==> src/hw/rtl/pmf_pkg.sv <==
// pmf_pkg: shared types, constants and the tile phase function
// for the pixelate mosaic filter; no dependencies
package pmf_pkg;

  localparam int MaxWidthDefault = 2048;
  localparam int ColorW = 24;
  localparam logic [7:0] BlockSizeReset = 8'd1;

  typedef enum logic [1:0] {
    SEL_HELD,
    SEL_PIXEL,
    SEL_STORE
  } color_sel_t;

  typedef struct packed {
    logic       we;
    logic       re;
    color_sel_t sel;
  } tile_req_t;

  function automatic logic [7:0] next_phase(input logic [7:0] phase, input logic [7:0] size);
    logic [8:0] n;
    n = {1'b0, phase} + 9'd1;
    return (n >= {1'b0, size} || n[8]) ? 8'd0 : n[7:0];
  endfunction

endpackage

==> src/hw/rtl/pmf_tile_ctrl.sv <==
// pmf_tile_ctrl: column and tile phase counters, row store addressing
// depends on pmf_pkg
module pmf_tile_ctrl #(
  parameter int MaxWidth = pmf_pkg::MaxWidthDefault,
  localparam int ColW = (MaxWidth > 1) ? $clog2(MaxWidth) : 1
) (
  input  logic                clk,
  input  logic                rst,
  input  logic [7:0]          block_size,
  input  logic                accept,
  input  logic                frame_start,
  input  logic                line_end,
  output pmf_pkg::tile_req_t  req,
  output logic [ColW-1:0]     addr
);
  import pmf_pkg::*;

  localparam logic [ColW-1:0] ColMax = ColW'(MaxWidth - 1);

  logic [ColW-1:0] column;
  logic [7:0]      column_phase;
  logic [7:0]      row_phase;
  logic [ColW-1:0] col_e;
  logic [7:0]      cp_e;
  logic [7:0]      rp_e;
  logic            tile_start;

  always_comb begin
    col_e = frame_start ? '0 : column;
    cp_e = frame_start ? 8'd0 : column_phase;
    rp_e = frame_start ? 8'd0 : row_phase;
    tile_start = (cp_e == 8'd0);
    req.we = accept && tile_start && (rp_e == 8'd0);
    req.re = accept && tile_start && (rp_e != 8'd0);
    if (!tile_start) begin
      req.sel = SEL_HELD;
    end else if (rp_e == 8'd0) begin
      req.sel = SEL_PIXEL;
    end else begin
      req.sel = SEL_STORE;
    end
    addr = col_e;
  end

  always_ff @(posedge clk) begin
    if (rst) begin
      column <= '0;
      column_phase <= 8'd0;
      row_phase <= 8'd0;
    end else if (accept) begin
      if (line_end) begin
        column <= '0;
        column_phase <= 8'd0;
        row_phase <= next_phase(rp_e, block_size);
      end else begin
        column <= (col_e == ColMax) ? ColMax : col_e + ColW'(1);
        column_phase <= next_phase(cp_e, block_size);
        row_phase <= rp_e;
      end
    end
  end

endmodule

==> config.mk <==
export PLATFORM = sky130hd
export DESIGN_NAME = pmf_tile_ctrl
export DESIGN_NICKNAME = d
export VERILOG_FILES = /design/src/hw/rtl/pmf_pkg.sv /design/src/hw/rtl/pmf_tile_ctrl.sv
export SDC_FILE = /design/constraint.sdc
export NUM_CORES = 1
export LEC_CHECK = 0
export BUFFER_PORTS_ARGS = -buffer_cell sky130_fd_sc_hd__buf_2
export CORE_MARGIN = 2
export CORE_UTILIZATION = 44
export DETAILED_ROUTE_END_ITERATION = 12
export GPL_ROUTABILITY_DRIVEN = 0
export PLACE_DENSITY_LB_ADDON = 0.25
export SLEW_MARGIN = 40
export SYNTH_ARGS = -nofsm -noshare
export SYNTH_HDL_FRONTEND = slang
export SYNTH_SLANG_ARGS = --single-unit
export TNS_END_PERCENT = 20
==> constraint.sdc <==
create_clock -name clk -period 3.25 [get_ports clk]
set_input_delay 0.1625 -clock clk [delete_from_list [all_inputs] [get_ports clk]]
set_output_delay 0.1625 -clock clk [all_outputs]
set_load 0.02 [all_outputs]
# == Word level (Yosys, flattened, before mapping) ==
# Index checks and enable logic that the tools add are counted.
# totals
output_inout_bits,15
rom_bits,0
memories,0
wordCells,28
latchBits,0
in_bits,13
ramBits,0
ff_bits,27
# op_classes
n_eq_ne,1
n_shift,0
add_sub_neg,3
div_mod_pow,0
bitwise,0
mul,0
reduce_logical,8
mux,11
magnitude_cmp,2
# op_table
operator,n
8-bit 2-to-1 mux,6
11-bit 2-to-1 mux,3
8-bit by 1-bit adder with 9-bit output (second input constant),2
9-bit by 8-bit >= comparator with 1-bit output,2
8-bit zero test,2
11-bit by 1-bit adder with 11-bit output (second input constant),1
11-bit equality test (second input constant),1
8-bit nonzero test,1
2-bit 2-to-1 mux,2
1-bit logical AND,3
1-bit logical OR,2

# == Depth between registers and ports, before layout ==
# logic_depth
word_depth,6
mapped_depth,14
ltp_nobuf,13

# == Worst setup path before layout ==
# Ideal clock, no wire load.
# synth_path
path_type,input -> register
from,input port frame_start
to,register row_phase[0]
setup_ns,0.059
t_arrival_ns,2.748
stages,13
t_required_ns,3.191
path_buffers,2
slack_ns,0.443
path_cell_list,buf_2 clkbuf_1 nor2b_1 ha_1 nand3_1 nor3_2 xnor2_1 ha_1 a21o_1 a221oi_2 o211ai_2 a41oi_4 a22o_1
# synth_via
elab_chain_len,6
# synth_rtl
element,line,rtl
start: declaration,pmf_tile_ctrl.sv:11,"input logic frame_start,"
8-bit 2-to-1 mux *,pmf_tile_ctrl.sv:31,rp_e = frame_start ? 8'd0 : row_phase;
8-bit by 1-bit adder with 9-bit output,pmf_pkg.sv:23,"n = {1'b0, phase} + 9'd1;"
9-bit by 8-bit >= comparator with 1-bit output,pmf_pkg.sv:24,"return (n >= {1'b0, size} || n[8]) ? 8'd0 : n[7:0];"
1-bit logical OR,pmf_pkg.sv:24,
8-bit 2-to-1 mux,pmf_pkg.sv:24,
8-bit 2-to-1 mux *,pmf_tile_ctrl.sv:51,if (line_end) begin
end signal: assignment,pmf_tile_ctrl.sv:54,"row_phase <= next_phase(rp_e, block_size);"
end signal: assignment,pmf_tile_ctrl.sv:58,row_phase <= rp_e;
end: declaration,pmf_tile_ctrl.sv:22,logic [7:0] row_phase;
# Every way passes the cells marked *; elsewhere a longest branch is shown, timed or not.
# A chain may end at the register's enable or synchronous reset.

# == Worst setup path in the final report ==
# layout_path
from,register row_phase[0]
to,register row_phase[1]
# layout_via
elab_chain_len,6
# layout_rtl
element,line
8-bit 2-to-1 mux *,pmf_tile_ctrl.sv:31
8-bit by 1-bit adder with 9-bit output *,pmf_pkg.sv:23
9-bit by 8-bit >= comparator with 1-bit output,pmf_pkg.sv:24
1-bit logical OR,pmf_pkg.sv:24
8-bit 2-to-1 mux *,pmf_pkg.sv:24
8-bit 2-to-1 mux *,pmf_tile_ctrl.sv:51
# Marked as above.

==> metrics.md <==
| Metric | Value |
|---|---|
| Die area | 0.005093 mm² |
| Maximum buffer depth of the clock tree | 2 |
| Critical Path Fanout Max | 5 |
| Seq/Total Area, Yosys | 0.2707 |
| # DRC | 0 |
| Yosys top cell by area | dfxtp_1 |
| CP Data Arrival Time | approximately 3000 ps |
| Area delta synth->final | 12.34% |
| RSZ-0062 raised after global routing | false |
| First-pass GRT wire length | 7.679 mm |
| Setup Buffers After CTS | 0 |
| Post-synth top cells | 27 x dfxtp_1, 24 x nand2_1, 21 x ha_1, 17 x nor2_1, 16 x nor2b_1 |
| Status | complete, no violations |
| Maximum vdd drop | between 200 and 250 µV |
| Min-delay worst type | input port to flip-flop |
| Total CTS buffers | 3 |
| Synth cell types | 50 |
| Reg-to-reg setup timing slack | about 440 ps |
| # IOs | 28 |
| Most used flip-flop cell after synthesis | dfxtp_1 |
| Slew at the pin closest to its max-slew limit | 614.6 ps |
| # setup viols final | 0 |
| Htree depth | 1 |
| Pwr/cell area | roughly 270 mW/mm² |
| Mean routed wirelength per cell | between 10 and 15 µm |
| P_leak | roughly 1.0 nW |
| Synth Instances | ~240 |
| Total congestion overflow | 0 |
| Max-cap violations | 0 |
| Synth warn | 0 |
| Via-per-instance ratio | between 5 and 6 |
| I/O Buffers | 27 |
| Initial core utilization | 0.4586 |
| CTS clk-pin slew, worst paths | about 100 ps |
| Clk Tree Root Cell | clkbuf_8 |
| Antenna diodes | 0 |
| Post-route setup TNS | 0 ps |
| DP Area | roughly 0.0022 mm² |
| Top cells by area, synth | dfxtp_1 27%, ha_1 13%, a22o_1 6.1% |
| Startpoint type of the worst setup path | flip-flop |
| CP delay by family, top | compound AO/OA/AOI/OAI gates |
| Mapped Area | around 0.002 mm² |
| Total track usage | 0.1856 |
| DP Cell Count | about 320 |
| # clock sinks | 27 |
| Crit-path cells | nor2b_1, ha_1, nand3_1, nor3_2, xnor2_1, ha_1, a21o_1, a221oi_2, o211ai_2, a41oi_4, a22o_1 |
| Vias in the first global route | about 1600 |
| Row count | 24 |
| Hold Fails Final Rpt | 0 |
| Syn Nets | approximately 280 |
| Post-Route WL | 4.504 mm |
| # resized after CTS | 0 |
| Initial antenna violation count | 0 |
| CTS tree | done |
| Hold_buf cts | 0 |
| Post-synth EDFFs | 0 |
| Slowest stage delay, CP | between 300 and 400 ps |
| Final period utilization | 0.8651 |
| Flip-flop and latch count after synthesis | 27 |
| Post-DRT Antenna Nets | 0 |
| Crit Path Class | flip-flop to flip-flop |
| Fin crit period | 2811 ps |
| Fraction of layout cells with a size suffix above 1 | 0.1710 |
| Avg Synthesized Cell Area | around 8.3 µm² |
| Worst skew pair latency | ~270 ps |
| DP HPWL | ~3.5 mm |
| Largest net degree at the start of global routing | 20 |
| Critical Path RT | between 3000 and 4000 ps |
| Die Wd | 71.37 µm |
| Total core area | about 0.0044 mm² |
| Final #Nets | ~300 |
| Yosys top cell area share | 0.2707 |
| Layout Skew | 9.947 ps |
| Fmax | ~360 MHz |
| Fraction of registers with async set/reset | 0 |
| Final cell count without fillers | between 300 and 400 |
| Routed vias | around 1800 |
| DR iter-0 viols | 101 |
| Count leader, synth | dfxtp_1 |
| Hold slack | ~140 ps |
| Die Span Y | ~71 µm |
| Fin. max-slew vios | 0 |
| Relative slew slack | 0.5898 |
| Crit path top cell by count | ha_1 |
| WP buf/inv | 0 |
| Slowest cell on crit path | dfxtp_1 |
| Post-route cell area | 0.002243 mm² |
| Pre-antenna DRT Iters | 4 |
| Endpoint type of the worst setup path | flip-flop |
| # fillers | 430 |
| Final core utilization | 0.5152 |
==> stage by stage <==
stage                     power [mW]  setup WS, ps
final                         0.6060         438.6
after global routing          0.6344         139.4
after CTS                     0.6138         418.5
after detailed placement      0.4234         325.3
after global placement        0.4227         333.7
after floorplan               0.3969         443.3
==> logic make-up (layout without fill, tap and decap cells) <==
family | after synthesis | after routing | share of synthesized area
flops | 27 | 27 | 0.2707
xor+xnor | 14 | 14 | 0.06140
simple gates | 100 | 100 | 0.2751
fa+ha+maj | 21 | 21 | 0.1316
buf+inv | 22 | 50 | 0.04448
compound gates | 57 | 57 | 0.2168
==> cells in the final DEF (no fill, tap or decap), types with 2 or more instances in the layout <==
| master | n |
|---|---|
| a31oi_1 | 2 |
| nand2_1 | 24 |
| a41oi_1 | 2 |
| nor2_2 | 2 |
| a21oi_1 | 4 |
| xnor2_1 | 6 |
| nor4_1 | 2 |
| a21o_1 | 5 |
| ha_1 | 21 |
| o21ai_0 | 12 |
| inv_1 | 15 |
| o21ai_1 | 4 |
| xor2_1 | 8 |
| nand4_1 | 2 |
| clkbuf_8 | 3 |
| and3_1 | 4 |
| buf_2 | 27 |
| and4_1 | 2 |
| a211oi_1 | 2 |
| nor2_1 | 16 |
| buf_4 | 4 |
| dfxtp_1 | 27 |
| or4_1 | 2 |
| a22o_1 | 14 |
| o31ai_1 | 2 |
| nand2b_1 | 4 |
| nor2b_1 | 16 |
| nor3_1 | 5 |
| nand3_1 | 10 |
==> flip-flops by register name, indices dropped and copies added, names as in the netlist <==
register	cells
column	11
row_phase	8
column_phase	8
==> cell type report <==
cell class              instances  area, µm²  share of cell area
clock inverters                 1      5.005            0.002231
repair buffers                 31      165.2             0.07362
well taps                      52      65.06             0.02900
multi-input cells             192       1370              0.6107
flip-flops and latches         27      540.5              0.2409
clock buffers                   3      41.29             0.01840
inverters                      15      56.30             0.02510
==> worst paths after layout <==
kind                            depth (start not counted)           end          from
worst max-delay path                                   11  row_phase[1]  row_phase[0]
worst min-delay path                                    2     column[5]           rst
worst max register to register                         11  row_phase[1]  row_phase[0]
worst min register to register                          2     column[1]     column[1]
==> layer usage <==
metal | vias to the layer above | GRT usage | wire (µm)
li1 | 923 | - | -
met1 | 839 | 0.2772 | 2280
met2 | 27 | 0.2798 | 2030
met3 | 2 | 0.03376 | 167
met4 | 0 | 0.03774 | 25
met5 | - | 0 | 0
==> report_power, final <==
group	leakage [nW]	switching, mW	internal, mW
combinational	0.798	0.0504	0.0293
sequential	0.218	0.00252	0.333
clock	0.0255	0.105	0.0859
total	1.04	0.157	0.449
No activity file was read; power rests on OpenSTA's default activity.
